<file path="src/string_delimiter_splitter_defines.svh">
// assertion macros shared by the string delimiter splitter rtl
`ifndef STRING_DELIMITER_SPLITTER_DEFINES_SVH
`define STRING_DELIMITER_SPLITTER_DEFINES_SVH

// same-cycle implication, checked out of reset
`define SDS_ASSERT_IMP(name, pre, post, msg) \
  name: assert property (@(posedge clk) disable iff (!rst_n) (pre) |-> (post)) \
    else $error(msg);

// next-cycle implication, checked out of reset
`define SDS_ASSERT_NXT(name, pre, post, msg) \
  name: assert property (@(posedge clk) disable iff (!rst_n) (pre) |=> (post)) \
    else $error(msg);

`endif

</file>
<file path="src/sds_pkg.sv">
// shared types and constants of the string delimiter splitter
`timescale 1ns / 1ps
package sds_pkg;

  localparam int CFG_IDX_W  = 2;
  localparam int CFG_DATA_W = 64;

  localparam logic [CFG_IDX_W-1:0] CFG_DELIM_LENGTH = 2'd0;
  localparam logic [CFG_IDX_W-1:0] CFG_DELIM_LOW    = 2'd1;
  localparam logic [CFG_IDX_W-1:0] CFG_DELIM_HIGH   = 2'd2;
  localparam logic [CFG_IDX_W-1:0] CFG_MAX_TOKEN    = 2'd3;

  localparam logic [4:0]  DELIM_LENGTH_RESET = 5'd1;
  localparam logic [63:0] DELIM_LOW_RESET    = 64'd44;
  localparam logic [63:0] DELIM_HIGH_RESET   = 64'd0;
  localparam logic [15:0] TOKEN_LIMIT_RESET  = 16'd32765;
  localparam logic [15:0] TOKEN_LEN_SAT      = 16'hFFFF;

  typedef logic [7:0] byte_t;

  typedef struct packed {
    logic take_in;
    logic shift;
  } cell_ctl_t;

  typedef struct packed {
    byte_t token_byte;
    logic  close_token;
    logic  token_overflow;
    logic  last_of_run;
  } result_t;

endpackage

</file>
<file path="src/string_delimiter_splitter.sv">
// top level of the multi-byte delimiter string splitter
//
//   channel | ports          | contents
//   --------+----------------+-----------------------------------------------
//   input   | in_t*          | one string byte per transfer, tlast ends string
//   result  | out_t*         | token byte or token close, tlast ends the run
//   config  | cfg_*          | register index and 64-bit write data
//
// an item occupies the block until its run of results is done, one result per
// cycle while the result buffer has room, set by the single result push of the
// cell-chain sequencer
// rst_n is synchronous and active low; it restores the register defaults and
// empties the window, the token counters and the result buffer
// a stall on out_tready fills the two-entry result buffer, after which the
// sequencer holds and in_tready stays low
`include "string_delimiter_splitter_defines.svh"
`timescale 1ns / 1ps
module string_delimiter_splitter #(
  parameter int DELIM_MAX = 16
) (
  input  logic        clk,
  input  logic        rst_n,
  // input stream
  input  logic        in_tvalid,
  output logic        in_tready,
  input  logic [7:0]  in_tdata,   // [7:0] text_byte
  input  logic        in_tuser,   // [0] byte_present
  input  logic        in_tlast,   // string_end
  // result stream
  output logic        out_tvalid,
  input  logic        out_tready,
  output logic [7:0]  out_tdata,  // [7:0] token_byte
  output logic [1:0]  out_tuser,  // [0] close_token, [1] token_overflow
  output logic        out_tlast,  // last_of_run
  // configuration writes
  input  logic        cfg_valid,
  output logic        cfg_ready,
  input  logic [sds_pkg::CFG_IDX_W-1:0]  cfg_index,
  input  logic [sds_pkg::CFG_DATA_W-1:0] cfg_data
);
  import sds_pkg::*;

  // window count holds 0..DELIM_MAX
  localparam int CW = $clog2(DELIM_MAX + 1);

  // sequencer states
  localparam logic [1:0] ST_IDLE  = 2'd0;
  localparam logic [1:0] ST_SCAN  = 2'd1;
  localparam logic [1:0] ST_FLUSH = 2'd2;

  // configuration registers
  logic [4:0]  delim_len_r;
  logic [63:0] delim_lo_r;
  logic [63:0] delim_hi_r;
  logic [15:0] max_tok_r;

  // string state
  logic [1:0]    state_r,    state_nxt;
  logic [CW-1:0] count_r,    count_nxt;
  logic          end_pend_r, end_pend_nxt;
  logic          ended_r,    ended_nxt;
  logic [15:0]   tl_r,       tl_nxt;
  logic          ovf_r,      ovf_nxt;

  // step decode
  logic [1:0]    mode;
  logic [1:0]    next_mode;
  logic [CW-1:0] c;
  logic [CW-1:0] c_m1;
  logic [CW-1:0] len;
  logic          endp;
  logic          take;
  logic          ended_e;
  logic          in_fire;
  logic          space;
  logic          pre0;
  logic          pre1;
  logic          emit_byte;
  logic          emit_close;
  logic          done;
  logic          clear_str;
  logic          shift;
  logic [15:0]   tl_inc;
  logic          push;
  result_t       res;
  result_t       out_res;

  // cell chain signals
  byte_t              dbyte [DELIM_MAX];
  byte_t              eff   [DELIM_MAX];
  logic [DELIM_MAX-1:0] eq0;
  logic [DELIM_MAX-1:0] eq1;

  assign cfg_ready = 1'b1;
  assign in_tready = (state_r == ST_IDLE) && space;
  assign in_fire   = in_tvalid && in_tready;

  // effective delimiter length: zero reads as one, clamp to the window depth
  always_comb begin
    if (delim_len_r == 5'd0) begin
      len = CW'(1);
    end else if (int'(delim_len_r) > DELIM_MAX) begin
      len = CW'(DELIM_MAX);
    end else begin
      len = CW'(delim_len_r);
    end
  end

  // the window being worked on: on a cycle that accepts a present byte, that byte is
  // appended at the count position, otherwise the stored window is reused
  always_comb begin
    mode    = ST_IDLE;
    c       = count_r;
    endp    = end_pend_r;
    take    = 1'b0;
    ended_e = ended_r;
    if (state_r == ST_IDLE) begin
      if (in_fire && in_tuser) begin
        mode    = ST_SCAN;
        c       = count_r + CW'(1);
        endp    = in_tlast;
        take    = 1'b1;
        ended_e = 1'b0;
      end else if (in_fire && in_tlast) begin
        mode = ST_FLUSH;
        endp = 1'b1;
      end
    end else begin
      mode = state_r;
    end
  end

  assign c_m1 = c - CW'(1);

  // delimiter bytes per cell, beyond the sixteenth they read as zero
  for (genvar i = 0; i < DELIM_MAX; i++) begin : g_cell
    sds_pkg::cell_ctl_t ctl;
    byte_t              next_eff;
    byte_t              d_prev;

    if (i < 8) begin : g_lo
      assign dbyte[i] = delim_lo_r[8*i +: 8];
    end else if (i < 16) begin : g_hi
      assign dbyte[i] = delim_hi_r[8*(i-8) +: 8];
    end else begin : g_zero
      assign dbyte[i] = 8'h00;
    end

    if (i == DELIM_MAX - 1) begin : g_tail
      assign next_eff = 8'h00;
    end else begin : g_link
      assign next_eff = eff[i+1];
    end

    if (i == 0) begin : g_head
      assign d_prev = 8'h00;
    end else begin : g_body
      assign d_prev = dbyte[i-1];
    end

    assign ctl.take_in = take && (count_r == CW'(i));
    assign ctl.shift   = shift;

    sds_cell u_cell (
      .clk      (clk),
      .ctl      (ctl),
      .in_byte  (in_tdata),
      .next_eff (next_eff),
      .d_here   (dbyte[i]),
      .d_prev   (d_prev),
      .eff      (eff[i]),
      .eq0      (eq0[i]),
      .eq1      (eq1[i])
    );
  end

  // pre0: the window is a prefix of the delimiter
  // pre1: the window minus its front byte is a prefix of the delimiter
  always_comb begin
    pre0 = (c <= len);
    pre1 = (c_m1 <= len);
    for (int i = 0; i < DELIM_MAX; i++) begin
      if (CW'(i) < c) begin
        if (!eq0[i]) begin
          pre0 = 1'b0;
        end
        if ((i != 0) && !eq1[i]) begin
          pre1 = 1'b0;
        end
      end
    end
  end

  // saturating token length after one more byte
  assign tl_inc = (tl_r == TOKEN_LEN_SAT) ? tl_r : tl_r + 16'd1;

  // one step of the sequencer: at most one result per cycle
  always_comb begin
    state_nxt    = state_r;
    count_nxt    = count_r;
    end_pend_nxt = end_pend_r;
    ended_nxt    = ended_r;
    tl_nxt       = tl_r;
    ovf_nxt      = ovf_r;
    next_mode    = mode;
    emit_byte    = 1'b0;
    emit_close   = 1'b0;
    done         = 1'b0;
    clear_str    = 1'b0;
    shift        = 1'b0;
    push         = 1'b0;
    res          = '0;
    if ((mode != ST_IDLE) && space) begin
      count_nxt = c;
      ended_nxt = ended_e;
      unique case (mode)
        ST_SCAN: begin
          if (!pre0) begin
            // front byte can no longer start a match
            emit_byte = 1'b1;
            done      = !endp && pre1 && (c_m1 < len);
          end else if (c == len) begin
            // full match closes the token
            emit_close = 1'b1;
            done       = 1'b1;
            clear_str  = endp;
          end else if (endp) begin
            // string ends with a partial match pending: flush it
            if (c != '0) begin
              emit_byte = 1'b1;
              next_mode = ST_FLUSH;
            end else begin
              emit_close = 1'b1;
              done       = 1'b1;
              clear_str  = 1'b1;
            end
          end else begin
            // byte held as a possible delimiter start
            done = 1'b1;
          end
        end
        ST_FLUSH: begin
          if (c != '0) begin
            emit_byte = 1'b1;
          end else if (!ended_e) begin
            emit_close = 1'b1;
            done       = 1'b1;
            clear_str  = 1'b1;
          end else begin
            // string ended right on a delimiter, no trailing token
            done      = 1'b1;
            clear_str = 1'b1;
          end
        end
        default: begin
          done = 1'b1;
        end
      endcase

      if (emit_byte) begin
        shift           = 1'b1;
        count_nxt       = c_m1;
        tl_nxt          = tl_inc;
        ovf_nxt         = ovf_r || (tl_inc > max_tok_r);
        res.token_byte  = eff[0];
      end
      if (emit_close) begin
        count_nxt          = '0;
        ended_nxt          = 1'b1;
        tl_nxt             = '0;
        ovf_nxt            = 1'b0;
        res.close_token    = 1'b1;
        res.token_overflow = ovf_r;
      end
      if (clear_str) begin
        count_nxt = '0;
        ended_nxt = 1'b0;
        tl_nxt    = '0;
        ovf_nxt   = 1'b0;
      end
      res.last_of_run = done;
      push            = emit_byte || emit_close;
      state_nxt       = done ? ST_IDLE : next_mode;
      end_pend_nxt    = done ? 1'b0 : endp;
    end
  end

  // configuration register writes
  always_ff @(posedge clk) begin
    if (!rst_n) begin
      delim_len_r <= DELIM_LENGTH_RESET;
      delim_lo_r  <= DELIM_LOW_RESET;
      delim_hi_r  <= DELIM_HIGH_RESET;
      max_tok_r   <= TOKEN_LIMIT_RESET;
    end else if (cfg_valid && cfg_ready) begin
      unique case (cfg_index)
        CFG_DELIM_LENGTH: delim_len_r <= cfg_data[4:0];
        CFG_DELIM_LOW:    delim_lo_r  <= cfg_data;
        CFG_DELIM_HIGH:   delim_hi_r  <= cfg_data;
        CFG_MAX_TOKEN:    max_tok_r   <= cfg_data[15:0];
        default: begin
        end
      endcase
    end
  end

  always_ff @(posedge clk) begin
    if (!rst_n) begin
      state_r    <= ST_IDLE;
      count_r    <= '0;
      end_pend_r <= 1'b0;
      ended_r    <= 1'b0;
      tl_r       <= '0;
      ovf_r      <= 1'b0;
    end else begin
      state_r    <= state_nxt;
      count_r    <= count_nxt;
      end_pend_r <= end_pend_nxt;
      ended_r    <= ended_nxt;
      tl_r       <= tl_nxt;
      ovf_r      <= ovf_nxt;
    end
  end

  // results leave through a two-entry buffer that absorbs a stall until it is full
  sds_out_buf u_out_buf (
    .clk       (clk),
    .rst_n     (rst_n),
    .push      (push),
    .push_data (res),
    .space     (space),
    .out_valid (out_tvalid),
    .out_ready (out_tready),
    .out_data  (out_res)
  );

  assign out_tdata = out_res.token_byte;
  assign out_tuser = {out_res.token_overflow, out_res.close_token};
  assign out_tlast = out_res.last_of_run;

  // a busy sequencer with buffer room always produces a result
  `SDS_ASSERT_IMP(a_busy_pushes, (state_r != ST_IDLE) && space, push, "busy step without result")
  // between items the window never fills the whole chain
  `SDS_ASSERT_IMP(a_idle_window, state_r == ST_IDLE, count_r < CW'(DELIM_MAX), "window overfull")
  // a token close restarts the length count
  `SDS_ASSERT_NXT(a_close_clears, push && res.close_token, (tl_r == '0) && !ovf_r, "close kept length")
  // a match that ended the string leaves an empty window
  `SDS_ASSERT_IMP(a_ended_empty, ended_r, count_r == '0, "ended on delimiter with bytes held")

endmodule

</file>
<file path="src/sds_cell.sv">
// one window cell: holds a byte, compares it against two delimiter positions
`timescale 1ns / 1ps
module sds_cell (
  input  logic              clk,
  input  sds_pkg::cell_ctl_t ctl,
  input  sds_pkg::byte_t    in_byte,
  input  sds_pkg::byte_t    next_eff,
  input  sds_pkg::byte_t    d_here,
  input  sds_pkg::byte_t    d_prev,
  output sds_pkg::byte_t    eff,
  output logic              eq0,
  output logic              eq1
);
  import sds_pkg::*;

  byte_t byte_r;
  byte_t byte_nxt;

  // incoming byte lands here when this is the next free slot
  assign eff = ctl.take_in ? in_byte : byte_r;
  assign eq0 = (eff == d_here);
  assign eq1 = (eff == d_prev);

  always_comb begin
    byte_nxt = ctl.shift ? next_eff : eff;
  end

  always_ff @(posedge clk) begin
    byte_r <= byte_nxt;
  end

endmodule

</file>
<file path="src/sds_out_buf.sv">
// two-entry result buffer between the splitter core and the output stream
`timescale 1ns / 1ps
module sds_out_buf (
  input  logic             clk,
  input  logic             rst_n,
  input  logic             push,
  input  sds_pkg::result_t push_data,
  output logic             space,
  output logic             out_valid,
  input  logic             out_ready,
  output sds_pkg::result_t out_data
);
  import sds_pkg::*;

  result_t    ent_r [2];
  logic       wr_ptr_r;
  logic       wr_ptr_nxt;
  logic       rd_ptr_r;
  logic       rd_ptr_nxt;
  logic [1:0] count_r;
  logic [1:0] count_nxt;
  logic       pop;

  assign out_valid = (count_r != 2'd0);
  assign out_data  = ent_r[rd_ptr_r];
  assign space     = (count_r != 2'd2);
  assign pop       = out_valid && out_ready;

  always_comb begin
    wr_ptr_nxt = push ? ~wr_ptr_r : wr_ptr_r;
    rd_ptr_nxt = pop ? ~rd_ptr_r : rd_ptr_r;
    count_nxt  = count_r + {1'b0, push} - {1'b0, pop};
  end

  always_ff @(posedge clk) begin
    if (push) begin
      ent_r[wr_ptr_r] <= push_data;
    end
  end

  always_ff @(posedge clk) begin
    if (!rst_n) begin
      wr_ptr_r <= 1'b0;
      rd_ptr_r <= 1'b0;
      count_r  <= 2'd0;
    end else begin
      wr_ptr_r <= wr_ptr_nxt;
      rd_ptr_r <= rd_ptr_nxt;
      count_r  <= count_nxt;
    end
  end

endmodule
</file>
<file path="config.mk">
export PLATFORM = sky130hd
export DESIGN_NAME = string_delimiter_splitter
export DESIGN_NICKNAME = d
export VERILOG_FILES = /design/src/sds_pkg.sv /design/src/string_delimiter_splitter.sv /design/src/sds_cell.sv /design/src/sds_out_buf.sv
export VERILOG_INCLUDE_DIRS = /design/src /design/src/src
export SDC_FILE = /design/constraint.sdc
export NUM_CORES = 1
export LEC_CHECK = 0
export BUFFER_PORTS_ARGS = -buffer_cell sky130_fd_sc_hd__buf_4
export CAP_MARGIN = 20
export CELL_PAD_IN_SITES_DETAIL_PLACEMENT = 1
export CELL_PAD_IN_SITES_GLOBAL_PLACEMENT = 1
export CORE_AREA = 2 2 235 237
export DETAILED_ROUTE_END_ITERATION = 8
export DIE_AREA = 0 0 237 239
export GPL_ROUTABILITY_DRIVEN = 0
export PLACE_DENSITY_LB_ADDON = 0.1
export RECOVER_POWER = 50
export SLEW_MARGIN = 30
export SYNTH_ARGS = -nofsm -noshare
export SYNTH_HDL_FRONTEND = slang
export SYNTH_HIERARCHICAL = 1
export SYNTH_SLANG_ARGS = --single-unit
</file>
<file path="constraint.sdc">
create_clock -name clk -period 6.5 [get_ports clk]
set_clock_uncertainty 0.15 [all_clocks]
set_input_delay 1.625 -clock clk [delete_from_list [all_inputs] [get_ports clk]]
set_output_delay 1.625 -clock clk [all_outputs]
set_load 0.02 [all_outputs]
</file>
==> results by stage <==
Placed design:
- The count of buffers added on input and output ports is 93.
- Detailed placement finished with a half-perimeter wire length of 46650 µm.
- Summing all placed instances gives a cell area of 21220 µm².
- OpenSTA, run right after detailed placement, puts the worst setup slack at -0.4702 ns.
- The post-placement cell count is 2804.

Power and ir drop:
- The total power after layout is 8.788 mW.
- Net switching is 33.76% of the power.
- The internal cell power is 5.821 mW.
- The power density of the placed cells is 386.8 nW/µm².
- The largest voltage drop on the vdd net is 0.1840 mV.
- The leakage power figure is 8.642 nW.
- The share of total power dissipated in sequential elements is 28.4%.
- In this run the power spent charging and discharging nets is 2.967 mW.
- The share of total power dissipated in combinational logic is 41.7%.
- The share of total power dissipated in the clock network is 29.9%.

Critical path:
- Counting both buffers and inverters, the worst setup path holds a total of 7.
- The category of the worst setup path capture point is a register.
- The worst register-to-register path begins at count_r[0]$_SDFFE_PN0P_.
- The required time of the worst setup path is 6.81 ns.
- The worst path arrival time is 6.47 ns.
- STA classifies the critical path startpoint as an input pin.
- The category of the most critical setup path is in2reg.
- For this design, the slowest cell found on the critical path is buf_2.
- For this run, the slowest stage of the critical path takes 0.86 ns.
- Traced cell by cell, the critical path runs through buf_4 -> nand4bb_1 -> nor2_4 -> buf_4 -> nand3_1 -> clkbuf_1 -> nor2_1 -> buf_12 -> mux2_4 -> xnor2_1 -> nand4_1 -> nor2_1 -> buf_4 -> o31a_1 -> o211ai_1 -> nor4_4 -> a211oi_1 -> clkbuf_1 -> buf_2 -> nor2b_1 -> xnor2_1 -> nor2_1.
- The cell family contributing the most delay on the critical path is buffers and inverters.
- Of all nets on the critical path, the largest fanout is 50.
- In this run the worst setup path begins at in_tvalid.

Synth:
- The yosys synthesis warning count is 6.
- The gate count of the mapped netlist is 1927.
- Averaged over all synthesized cells, the footprint is 9.708 µm².
- The cell area after synthesis is 18710 µm².

Timing:
- The total negative slack for setup checks is 0 ns.
- The final cycle utilization of the critical path is 94.88%.
- The transition time of the tightest slew-check pin is 3.137 ns.
- The worst path meets setup with 0.3326 ns of slack.
- The number of failing setup endpoints in the final timing report is 0.
- The time the worst path needs with I/O delays and setup is 6.167 ns.
- The hold violation count in the final report is 0.
- The achievable frequency is 162.1 MHz.
- Setup repair after global routing left no endpoint under its margin.
- The total count of max-transition violations in the final report is 165.
- Across all hold checks on the routed design, the worst slack comes to 0.3336 ns.
- The normalized max-slew margin is -109.1%.

Worst hold path:
- The class of the tightest hold or removal check is reg2reg.
- The origin of the worst min-delay path is max_tok_r[1]$_SDFFE_PN0P_.

Run:
- Max-cap violations in this run came to 2.

Status:
- The checks that failed: capacitance limit, slew limit.
- The run finished, with violations left.

Routing:
- The DRC violations left is 0.
- After the first detailed-routing iteration, the DRC count stood at 544.
- The routed wire length is 62530 µm.
- In the routed layout, each cell is associated on average with a via count of 4.998.
- Wire segments on met2 add up to 30870 µm in the final route.
- After detailed routing, the wire length on met1 is 28350 µm.
- The detail-routed net length per standard cell is 21.70 µm.
- The number of iterations in the first detailed-routing pass is 6.
- The top routing layer in use is met4.
- The residual antenna-violating net count after detailed routing is 0.
- The total number of vias is 14400.
- The detailed-routed wire length on met3 is 1420 µm.

GRT:
- Entering global routing, the biggest net connects 105 pins.
- The total track usage is 22.09%.
- The number of global-route vias before repair came to 15350.
- The first-pass GRT wire length is 95360 µm.
- The number of antenna violations at the first check in global routing came to 0.
- After global routing the overflow that remains totals 0.

Clock tree:
- The later pin in the worst-skew pair is clocked with a latency of 0.59 ns.
- The number of clock buffers added by TritonCTS is 42.
- The clock tree from TritonCTS is built.
- The total setup buffers inserted after CTS is 0.
- The clock root buffer master is clkbuf_16.
- The CTS sink count is 330.
- The clock passes through at most 3 buffers.
- The H-tree generated during clock tree synthesis spans 2 levels.
- After clock tree synthesis, the clock-pin slew on the worst setup and hold paths is 0.06 ns.

Floorplan:
- Once the floorplan was initialized, standard cells occupied 34.43% of the core.
- From bottom edge to top edge, the die measures 239 µm.
- 95 I/O pins were placed.
- The number of placement rows is 86.
- The die width is 237 µm.
- In this run the standard cell core region covers 54340 µm².
- The overall die area is 56640 µm².

Final layout:
- The core utilization of the finished layout is 41.81%.
- The filler cells instantiated in the layout total 6113.
- The multi-input combinational cells in the finished layout cover a total of 11280 µm².
- The post-route non-filler standard cell count is 2882.
- The total area of sequential cells is 6827 µm².
- After routing the design area is 22720 µm².
- The antenna diode instance count is 0.
- At the end of the flow, the number of nets in the layout was 2264.
- The layout overhead on the synthesized area is 21.45%.
- The share of post-route cells with drive strength above 1 is 28.74%.
layer usage:
layer | vias up | track usage (%)
li1 | 7067 | -
met1 | 7082 | 27.60
met2 | 172 | 39.54
met3 | 82 | 2.448
met4 | 0 | 7.288
met5 | - | 0
layout by cell type (no fill, tap or decap), types with 6 or more instances in the layout:
cell type and n:
and2_1 14, nand4_1 75, xnor2_1 266, buf_4 238, buf_12 6, dfxtp_1 308
clkbuf_1 24, clkinv_2 10, nor2b_1 16, or2_2 8, a21o_1 9, nand3_1 19
nor3_1 9, nor2_1 79, o2111ai_1 7, edfxtp_1 22, mux2_4 128, a211oi_1 8
o21ai_0 14, bufinv_16 8, inv_1 34, a21oi_1 30, conb_1 9, ha_1 39
o211ai_1 18, clkbuf_8 8, and3_1 8, mux2_2 141, nand2_1 320, clkbuf_16 45
xor2_1 9, nand2b_1 9, a21boi_0 130, mux2i_1 10
path summary, 6_finish.rpt:
kind	end	cells past startpoint	slack [ns]
max	tl_r[6]$_SDFFE_PN0P_	22	0.33
min	max_tok_r[1]$_SDFFE_PN0P_	2	0.33
max reg2reg	u_out_buf/count_r[1]$_SDFF_PN0_	26	0.76
min reg2reg	max_tok_r[1]$_SDFFE_PN0P_	2	0.33
what timing repair did:
action,in CTS,in global routing
endpoints found under the setup margin,0,13
gates resized for setup,0,10
hold buffers,0,0
area by class of cell:
class / count / share of cell area [%]
multi-input cells: 1463 / 49.66
flip-flops and latches: 330 / 30.05
repair buffers: 268 / 8.899
clock buffers: 58 / 5.523
well taps: 704 / 3.877
clock inverters: 20 / 1.349
inverters: 39 / 0.6443
power groups by stage:
| stage | Clock, mW | Sequential (mW) | Combinational [mW] |
|---|---|---|---|
| floorplan | 0 | 2.47 | 2.23 |
| global route | 2.79 | 2.52 | 3.96 |
| global placement | 0 | 2.53 | 3.65 |
| CTS | 2.71 | 2.50 | 3.73 |
| detailed placement | 0 | 2.54 | 3.70 |
| finish | 2.63 | 2.49 | 3.66 |
flip-flops by register name (all words and copies together) (netlist names), named ones only:
register	count
max_tok_r	16
g_cell.u_cell/byte_r	128
delim_lo_r	64
u_out_buf/count_r	2
end_pend_r	1
delim_len_r	5
count_r	5
u_out_buf/rd_ptr_r	1
state_r	2
u_out_buf/wr_ptr_r	1
u_out_buf/ent_r	22
delim_hi_r	64
ended_r	1
ovf_r	1
tl_r	16
worst register-to-register path, stage by stage (launching register included):
cell	delay, ns
dfxtp_1	0.42
buf_4	0.22
ha_1	0.23
and3_1	0.17
ha_1	0.13
and3_1	0.25
buf_12	0.18
mux2_4	0.33
xnor2_1	0.16
nand4_1	0.13
nor2_1	0.28
nand4_1	0.13
nor2_1	0.15
a211oi_1	0.09
nor4_1	0.27
or4b_1	0.50
or4_4	0.54
o21ai_1	0.15
a21oi_1	0.09
nor2_1	0.15
or2_2	0.14
inv_1	0.04
ha_1	0.28
inv_1	0.06
ha_1	0.14
xnor3_1	0.22
nor2b_2	0.10
Note: power is estimated with default switching activity, not from simulation.
